$ cat config.mk
export PLATFORM = sky130hd
export DESIGN_NAME = uart_frame_sync_crc_check
export DESIGN_NICKNAME = d
export VERILOG_FILES = /design/src/rtl/ufsc_pkg.sv /design/src/rtl/uart_frame_sync_crc_check.sv /design/src/rtl/ufsc_ctrl.sv /design/src/rtl/ufsc_dp.sv
export SDC_FILE = /design/constraint.sdc
export NUM_CORES = 1
export LEC_CHECK = 0
export BUFFER_PORTS_ARGS = -buffer_cell sky130_fd_sc_hd__buf_2
export CORE_MARGIN = 2
export CORE_UTILIZATION = 60
export CTS_BUF_LIST = sky130_fd_sc_hd__clkbuf_8 sky130_fd_sc_hd__clkbuf_16
export CTS_CLUSTER_DIAMETER = 50
export DETAILED_ROUTE_END_ITERATION = 6
export PLACE_DENSITY = 0.89
export RECOVER_POWER = 50
export SYNTH_ARGS = -nofsm -noshare
export SYNTH_HDL_FRONTEND = slang
export SYNTH_HIERARCHICAL = 1
export SYNTH_SLANG_ARGS = --single-unit
$ cat constraint.sdc
create_clock -name clk -period 22.9 [get_ports clk]
set_input_delay 2.29 -clock clk [delete_from_list [all_inputs] [get_ports clk]]
set_output_delay 2.29 -clock clk [all_outputs]
set_load 0.05 [all_outputs]
$ cat src/rtl/ufsc_pkg.sv
// ----------------------------------------------------------------------------
// ufsc_pkg
// Shared types, constants and the crc-16 byte update for the frame deframer.
// ----------------------------------------------------------------------------
package ufsc_pkg;

	// frame geometry
	localparam int FRAME_LEN    = 14;
	localparam int POS_W        = 4;
	localparam int ADDR_POS     = 1;
	localparam int CMD_POS      = 2;
	localparam int PAYLOAD_LAST = 10;
	localparam int CRC_LOW_POS  = 11;
	localparam int CRC_HIGH_POS = 12;

	// crc-16/modbus
	localparam logic [15:0] CRC_INIT = 16'hFFFF;
	localparam logic [15:0] CRC_POLY = 16'hA001;

	// configuration register indexes and reset values
	localparam logic REG_START_CHAR = 1'b0;
	localparam logic REG_STOP_CHAR  = 1'b1;
	localparam logic [7:0] START_CHAR_RESET = 8'd60;
	localparam logic [7:0] STOP_CHAR_RESET  = 8'd62;

	// result status codes
	localparam logic [1:0] STATUS_OK       = 2'd0;
	localparam logic [1:0] STATUS_NO_ALIGN = 2'd1;
	localparam logic [1:0] STATUS_CRC_ERR  = 2'd2;

	// commands from controller to datapath
	typedef struct packed {
		logic wr;
		logic scan;
		logic walk;
		logic load;
	} ufsc_cmd_t;

	// status from datapath to controller
	typedef struct packed {
		logic last;
		logic found;
		logic walk_done;
		logic out_free;
	} ufsc_sts_t;

	// one byte through the reflected crc, bit by bit
	function automatic logic [15:0] crc_byte(input logic [15:0] crc_in, input logic [7:0] data);
		logic [15:0] c;
		c = crc_in ^ {8'h00, data};
		for (int b = 0; b < 8; b++) begin
			if (c[0])
				c = (c >> 1) ^ CRC_POLY;
			else
				c = c >> 1;
		end
		return c;
	endfunction

endpackage

$ cat src/rtl/uart_frame_sync_crc_check.sv
// ----------------------------------------------------------------------------
// uart_frame_sync_crc_check
// Fixed-length frame deframer: 14-byte window, alignment on start/stop
// characters, crc-16/modbus check, frame fields out.
// ----------------------------------------------------------------------------
//  channel | direction | handshake            | payload
//  in      | input     | in_valid / in_stall  | rx_byte
//  out     | output    | out_valid / out_stall| status, frame_address,
//          |           |                      | frame_command, frame_payload
//  cfg     | input     | cfg_write            | cfg_index, cfg_data
//
//  bytes 1..13 of a window are taken while idle; the 14th adds a scan, a walk
//  over the 12 bytes after the start (one byte per cycle, bytes 1..10 through
//  the crc) and a load; in_stall stays high until the load; a miss skips the walk.
//  reset clears the fill count, the controller, out_valid and sets the start
//  and stop characters to '<' and '>'; window contents are not cleared.
//  bytes are still taken while a result beat waits; only the load waits on it.
// ----------------------------------------------------------------------------
module uart_frame_sync_crc_check (
	input  logic        clk,
	input  logic        arst_n,
	input  logic        in_valid,
	output logic        in_stall,
	input  logic [7:0]  rx_byte,
	input  logic        cfg_write,
	input  logic        cfg_index,
	input  logic [7:0]  cfg_data,
	output logic        out_valid,
	input  logic        out_stall,
	output logic [1:0]  status,
	output logic [7:0]  frame_address,
	output logic [7:0]  frame_command,
	output logic [63:0] frame_payload
);
	import ufsc_pkg::*;

	ufsc_cmd_t cmd;
	ufsc_sts_t sts;

	// controller
	ufsc_ctrl u_ctrl (
		.clk      (clk),
		.arst_n   (arst_n),
		.in_valid (in_valid),
		.in_stall (in_stall),
		.sts      (sts),
		.cmd      (cmd)
	);

	// datapath
	ufsc_dp u_dp (
		.clk           (clk),
		.arst_n        (arst_n),
		.cmd           (cmd),
		.sts           (sts),
		.rx_byte       (rx_byte),
		.cfg_write     (cfg_write),
		.cfg_index     (cfg_index),
		.cfg_data      (cfg_data),
		.out_valid     (out_valid),
		.out_stall     (out_stall),
		.status        (status),
		.frame_address (frame_address),
		.frame_command (frame_command),
		.frame_payload (frame_payload)
	);

endmodule

$ cat src/rtl/ufsc_ctrl.sv
// ----------------------------------------------------------------------------
// ufsc_ctrl
// Controller: collects bytes, then sequences the alignment scan, the byte
// walk through the crc and the hand-over to the output register.
// ----------------------------------------------------------------------------
module ufsc_ctrl (
	input  logic                 clk,
	input  logic                 arst_n,
	input  logic                 in_valid,
	output logic                 in_stall,
	input  ufsc_pkg::ufsc_sts_t  sts,
	output ufsc_pkg::ufsc_cmd_t  cmd
);
	import ufsc_pkg::*;

	typedef enum logic [3:0] {
		ST_IDLE   = 4'b0001,
		ST_SCAN   = 4'b0010,
		ST_WALK   = 4'b0100,
		ST_FINISH = 4'b1000
	} state_t;

	state_t state_q, state_d;

	// next state and commands
	always_comb begin
		state_d  = state_q;
		cmd      = '0;
		in_stall = 1'b1;
		case (state_q)
			ST_IDLE: begin
				in_stall = 1'b0;
				if (in_valid) begin
					cmd.wr = 1'b1;
					if (sts.last)
						state_d = ST_SCAN;
				end
			end
			ST_SCAN: begin
				cmd.scan = 1'b1;
				state_d  = sts.found ? ST_WALK : ST_FINISH;
			end
			ST_WALK: begin
				cmd.walk = 1'b1;
				if (sts.walk_done)
					state_d = ST_FINISH;
			end
			ST_FINISH: begin
				if (sts.out_free) begin
					cmd.load = 1'b1;
					state_d  = ST_IDLE;
				end
			end
			default: begin
				state_d = ST_IDLE;
			end
		endcase
	end

	// state register
	always_ff @(posedge clk or negedge arst_n) begin
		if (!arst_n)
			state_q <= ST_IDLE;
		else
			state_q <= state_d;
	end

	// last byte of a window always starts a scan
	a_last_scan: assert property (@(posedge clk) disable iff (!arst_n)
		(state_q == ST_IDLE && in_valid && sts.last) |=> (state_q == ST_SCAN))
		else $error("window complete but no scan");

	// walk ends in finish
	a_walk_finish: assert property (@(posedge clk) disable iff (!arst_n)
		(state_q == ST_WALK && sts.walk_done) |=> (state_q == ST_FINISH))
		else $error("walk did not end in finish");

	// state stays one-hot
	a_state_onehot: assert property (@(posedge clk) disable iff (!arst_n)
		$onehot(state_q))
		else $error("state not one-hot");

endmodule

$ cat src/rtl/ufsc_dp.sv
// ----------------------------------------------------------------------------
// ufsc_dp
// Datapath: byte window, alignment scan, crc walk, config registers and the
// output register.
// ----------------------------------------------------------------------------
module ufsc_dp (
	input  logic                 clk,
	input  logic                 arst_n,
	input  ufsc_pkg::ufsc_cmd_t  cmd,
	output ufsc_pkg::ufsc_sts_t  sts,
	input  logic [7:0]           rx_byte,
	input  logic                 cfg_write,
	input  logic                 cfg_index,
	input  logic [7:0]           cfg_data,
	output logic                 out_valid,
	input  logic                 out_stall,
	output logic [1:0]           status,
	output logic [7:0]           frame_address,
	output logic [7:0]           frame_command,
	output logic [63:0]          frame_payload
);
	import ufsc_pkg::*;

	logic [7:0]       win_q [FRAME_LEN];
	logic [POS_W-1:0] fill_q;
	logic [7:0]       start_char_q, stop_char_q;

	logic [POS_W-1:0] begin_q, k_q;
	logic             found_q;
	logic [15:0]      crc_q, got_q;
	logic [7:0]       addr_q, cmdb_q;
	logic [63:0]      pay_q;

	logic             out_valid_q;
	logic [1:0]       status_q;
	logic [7:0]       address_q, command_q;
	logic [63:0]      payload_q;

	logic [FRAME_LEN-1:0] match;
	logic                 aligned, found_c;
	logic [POS_W-1:0]     begin_c;
	logic [POS_W:0]       idx_sum, idx_mod;
	logic [7:0]           rd_byte;

	// config registers
	always_ff @(posedge clk or negedge arst_n) begin
		if (!arst_n) begin
			start_char_q <= START_CHAR_RESET;
			stop_char_q  <= STOP_CHAR_RESET;
		end else if (cfg_write) begin
			if (cfg_index == REG_START_CHAR)
				start_char_q <= cfg_data;
			else
				stop_char_q <= cfg_data;
		end
	end

	// fill position
	always_ff @(posedge clk or negedge arst_n) begin
		if (!arst_n)
			fill_q <= '0;
		else if (cmd.wr)
			fill_q <= (fill_q == POS_W'(FRAME_LEN - 1)) ? '0 : fill_q + 1'b1;
	end

	// window write
	always_ff @(posedge clk) begin
		if (cmd.wr)
			win_q[fill_q] <= rx_byte;
	end

	// alignment scan: aligned test first, else first start after a stop
	always_comb begin
		match   = '0;
		aligned = (win_q[0] == start_char_q) && (win_q[FRAME_LEN-1] == stop_char_q);
		for (int i = 1; i < FRAME_LEN; i++)
			match[i] = (win_q[i] == start_char_q) && (win_q[i-1] == stop_char_q);
		found_c = aligned || (|match);
		begin_c = '0;
		if (!aligned) begin
			for (int i = FRAME_LEN - 1; i >= 1; i--) begin
				if (match[i])
					begin_c = POS_W'(i);
			end
		end
	end

	// rotated read address, wraps once at most
	always_comb begin
		idx_sum = {1'b0, begin_q} + {1'b0, k_q};
		if (idx_sum >= (POS_W+1)'(FRAME_LEN))
			idx_mod = idx_sum - (POS_W+1)'(FRAME_LEN);
		else
			idx_mod = idx_sum;
		rd_byte = win_q[idx_mod[POS_W-1:0]];
	end

	// scan result and byte walk
	always_ff @(posedge clk or negedge arst_n) begin
		if (!arst_n) begin
			found_q <= 1'b0;
			k_q     <= '0;
		end else if (cmd.scan) begin
			found_q <= found_c;
			k_q     <= POS_W'(ADDR_POS);
		end else if (cmd.walk) begin
			k_q <= k_q + 1'b1;
		end
	end

	always_ff @(posedge clk) begin
		if (cmd.scan) begin
			begin_q <= begin_c;
			crc_q   <= CRC_INIT;
		end else if (cmd.walk) begin
			if (k_q <= POS_W'(PAYLOAD_LAST))
				crc_q <= crc_byte(crc_q, rd_byte);
			if (k_q == POS_W'(ADDR_POS))
				addr_q <= rd_byte;
			else if (k_q == POS_W'(CMD_POS))
				cmdb_q <= rd_byte;
			else if (k_q <= POS_W'(PAYLOAD_LAST))
				pay_q <= {rd_byte, pay_q[63:8]};
			else if (k_q == POS_W'(CRC_LOW_POS))
				got_q[7:0] <= rd_byte;
			else
				got_q[15:8] <= rd_byte;
		end
	end

	// output register, control part
	always_ff @(posedge clk or negedge arst_n) begin
		if (!arst_n)
			out_valid_q <= 1'b0;
		else if (cmd.load)
			out_valid_q <= 1'b1;
		else if (!out_stall)
			out_valid_q <= 1'b0;
	end

	// output register, payload part
	always_ff @(posedge clk) begin
		if (cmd.load) begin
			if (!found_q) begin
				status_q  <= STATUS_NO_ALIGN;
				address_q <= '0;
				command_q <= '0;
				payload_q <= '0;
			end else begin
				status_q  <= (crc_q == got_q) ? STATUS_OK : STATUS_CRC_ERR;
				address_q <= addr_q;
				command_q <= cmdb_q;
				payload_q <= pay_q;
			end
		end
	end

	// status to controller
	always_comb begin
		sts.last      = (fill_q == POS_W'(FRAME_LEN - 1));
		sts.found     = found_c;
		sts.walk_done = (k_q == POS_W'(CRC_HIGH_POS));
		sts.out_free  = !out_valid_q || !out_stall;
	end

	assign out_valid     = out_valid_q;
	assign status        = status_q;
	assign frame_address = address_q;
	assign frame_command = command_q;
	assign frame_payload = payload_q;

	// a load always presents a beat next cycle
	a_load_valid: assert property (@(posedge clk) disable iff (!arst_n)
		cmd.load |=> out_valid_q)
		else $error("load did not raise out_valid");

	// a held beat is never overwritten by a load
	a_no_overrun: assert property (@(posedge clk) disable iff (!arst_n)
		(out_valid_q && out_stall) |-> !cmd.load)
		else $error("load over a stalled beat");

	// no-alignment beats carry zero fields
	a_no_align_zero: assert property (@(posedge clk) disable iff (!arst_n)
		(out_valid_q && status_q == STATUS_NO_ALIGN) |->
		(address_q == 8'd0 && command_q == 8'd0 && payload_q == 64'd0))
		else $error("no-alignment beat with non-zero fields");

	// window is never written during a scan or walk
	a_no_wr_busy: assert property (@(posedge clk) disable iff (!arst_n)
		(cmd.scan || cmd.walk) |-> !cmd.wr)
		else $error("window written while busy");

endmodule
==> flow_summary.toml <==
[synth]
synth_fp_nets = 1255
synth-edff-count = 310
synthArstFlopShare_pct = 8.43
syn_avg_cell_area_sq_um = 14.2
synth_warnings = 6
synth-seq-cells = 356
synth_cells = 1223
yosysSeqAreaShare_pct = 60.0
synth_cell_type_count = 82
syn_area_sq_mm = 0.0173
ys.flop_type = "edfxtp_1"

[detailed_routing]
totalWireLength_mm = 45.1
vias_per_cell = 6.46
vias = 11100
drcViolationCount = 0
wl_per_cell_um = 26.2
drt_iter0_markers = 1428
firstDrtPassIters = 5
ant_nets = 0

[timing]
setup_ws_ns = 16.98
finalSetupViolations = 0
tns_ns = 0
fmaxAchievable_mhz = 169
timing.final.crit_share_pct = 25.9
tightest_slew_ns = 4.35
maxSlewHeadroom_pct = -190
clock_skew_ns = 0.0255
rsz0062_at_grt = "no"
finalHoldViolations = 0
finalCriticalPeriod_ns = 5.92
slew_viol_final = 232

[power_and_ir_drop]
leakagePower_nw = 6.53
cellPowerDensity_mw_per_mm2 = 89.2
p_clk_share_pct = 36.4
power.share.sequential_pct = 47.1
p_comb_share_pct = 16.5
p_switching_uw = 495
power_switching_share_pct = 28.6
ir_drop_uv = 79.2
internal_power_mw = 1.23

[placement]
dp_slack_ns = 17.09
hpwl_mm = 29.6
placedCellCount = 1651
portBuffers = 105
place.gp.congestion = 0.961

[cells_and_area]
drive_gt1_share_pct = 18.6
fin_cells = 1723
nNetsFinal = 1340
antennaDiodeCount = 0
syn2layout_area_growth_pct = 12.0
fillCellCount = 1864

[global_route]
grt_use_met1_pct = 38.3
grt_pass1_vias = 11100
grtUsageMet3_pct = 4.94
busiest_layer = "met2"
met2_usage_pct = 49.6
grt-ovfl-total = 0
grtUsageTotal_pct = 29.7
grt_max_degree = 84
grt_pass1_wl_mm = 67.5
antenna_found_initial = 0

[setup_path]
critical-path-max-stage-delay_ns = 1.02
path_delay_family = "adder cells"
worstPathRequired_ns = 23.34
path_buf_inv = 1
critPathCaptureType = "register"
crit_chain = "ha_4 -> fa_1 -> xnor2_2 -> inv_2 -> ha_1 -> mux4_2 -> nand2_1 -> o21ai_1 -> o21ai_0 -> xor2_1 -> xor3_1 -> xnor3_2 -> mux2_4 -> a2111oi_2"
critPathSlowestCell = "ha_1"
worstSetupStartpointType = "register"
crit_arrival_ns = 6.36
cp_max_fo = 22
crit_type = "reg -> reg"

[floorplan]
core_sq_mm = 0.0285
floorplan.initialDensity_pct = 60.7
die_h_um = 174
fp.dieW_um = 174
dieArea_sq_mm = 0.0302
rows = 62
io_pins = 106

[run_status]
violations = "capacitance limit, slew limit"
status = "finished with violations"

[clocking]
clkTransAtPathRegs_ns = 0.06
cts_resized = 0
htree_levels = 2
cts.sinks = 356
cts_hold_buf = 0
insertion_delay_ns = 0.55
root_buffer = "clkbuf_16"
cts_tree = "built"
cts_buffer_depth = 3
cts_buffers = 39
cts_setup_buffers = 0

[flow_run]
max_cap_viol_count = 4

[min_path]
hold_path_class = "reg -> reg"
final timing paths:
| path | start | to | slack (ns) | depth (start not counted) |
|---|---|---|---|---|
| max in group asynchronous | arst_n | u_dp/k_q[1] | 19.32 | 1 |
| setup reg to reg | u_dp/k_q[0] | u_dp/crc_q[0] | 16.98 | 14 |
| setup / recovery | u_dp/k_q[0] | u_dp/crc_q[0] | 16.98 | 14 |
| hold / removal | u_dp/pay_q[54] | u_dp/pay_q[46] | 0.44 | 0 |
| min in group asynchronous | arst_n | u_dp/fill_q[3] | 2.36 | 1 |
| hold reg to reg | u_dp/pay_q[54] | u_dp/pay_q[46] | 0.44 | 0 |
synthesized netlist by cell type (10+ instances only):
library cell	number	area (sq um)
edfxtp_1	310	9310
xnor2_1	138	1210
xor2_1	120	1050
and2_1	84	526
clkbuf_1	54	203
nand4_1	47	294
nand2_1	44	165
nor4_1	40	250
nor2_1	39	146
mux4_2	38	856
mux2i_1	22	220
mux2_2	21	236
dfrtp_1	20	500
dfxtp_1	16	320
nor3_1	14	70.1
o21ai_0	14	70.1
nand3_1	12	60.1
a211o_1	11	96.3
a21oi_1	10	50.1
dfstp_2	10	263
inv_1	10	37.5
power by group through the flow:
| stage | clock [mW] | sequential [mW] | combinational (mW) |
|---|---|---|---|
| after floorplan | 0 | 0.776 | 0.239 |
| final | 0.630 | 0.815 | 0.285 |
| after global routing | 0.663 | 0.815 | 0.302 |
| after detailed placement | 0 | 0.824 | 0.274 |
| after global placement | 0 | 0.822 | 0.266 |
| after CTS | 0.637 | 0.811 | 0.280 |
cell type report:
| cell class | instances | area, sq um | share of cell area, % |
|---|---|---|---|
| Inverter | 12 | 45.0 | 0.232 |
| Clock inverter | 32 | 329 | 1.70 |
| Clock buffer | 40 | 990 | 5.10 |
| Sequential cell | 356 | 10400 | 53.6 |
| Multi-Input combinational cell | 781 | 6580 | 33.9 |
| Timing Repair Buffer | 118 | 572 | 2.95 |
| Tap cell | 384 | 480 | 2.48 |
through the flow:
step / utilization [%] / hold slack, ns / instance area (sq um) / total power, mW
global placement: 63.6 / 0.420 / 18100 / 1.09
global route: 67.9 / 0.449 / 19400 / 1.78
CTS: 68.2 / 0.443 / 19500 / 1.73
detailed placement: 63.6 / 0.428 / 18100 / 1.10
floorplan: - / 0.418 / 17300 / 1.01
finish: 67.9 / 0.443 / 19400 / 1.73
placed cells by master (no fill, tap or decap), drive strengths merged, types with 11 or more instances in the layout:
cell type	n
clkinv	14
mux2	22
nor4	43
nor2	39
a211o	11
nand2	45
dfrtp	20
o21ai	19
xnor2	142
inv	25
mux4	38
nand3	14
nor3	15
xor2	120
buf	83
and2	84
mux2i	22
clkbuf	75
dfxtp	16
a21oi	11
nand4	48
edfxtp	310
flip-flops by register name (all words and copies together) (netlist names), 8 cells and up:
register	count
u_dp/cmdb_q	8
u_dp/stop_char_q	8
u_dp/start_char_q	8
u_dp/pay_q	64
u_dp/win_q	128
u_dp/frame_command	8
u_dp/frame_payload	64
u_dp/crc_q	16
u_dp/frame_address	8
u_dp/addr_q	8
u_dp/got_q	16
routing by layer:
layer	part of all wire, %	up-vias
met5	0	-
met4	5.5	0
met3	9.8	209
met2	49	765
met1	36	5438
li1	-	4711
kinds of logic after synthesis:
| kind of cell | after synthesis | share of synthesized area (%) |
|---|---|---|
| flops | 356 | 60.0 |
| simple gates | 341 | 11.6 |
| xor+xnor | 265 | 13.8 |
| buf+inv | 86 | 2.12 |
| compound gates | 83 | 3.97 |
| mux | 82 | 7.66 |
| fa+ha+maj | 10 | 0.766 |
No activity file was read; power rests on OpenSTA's default activity.
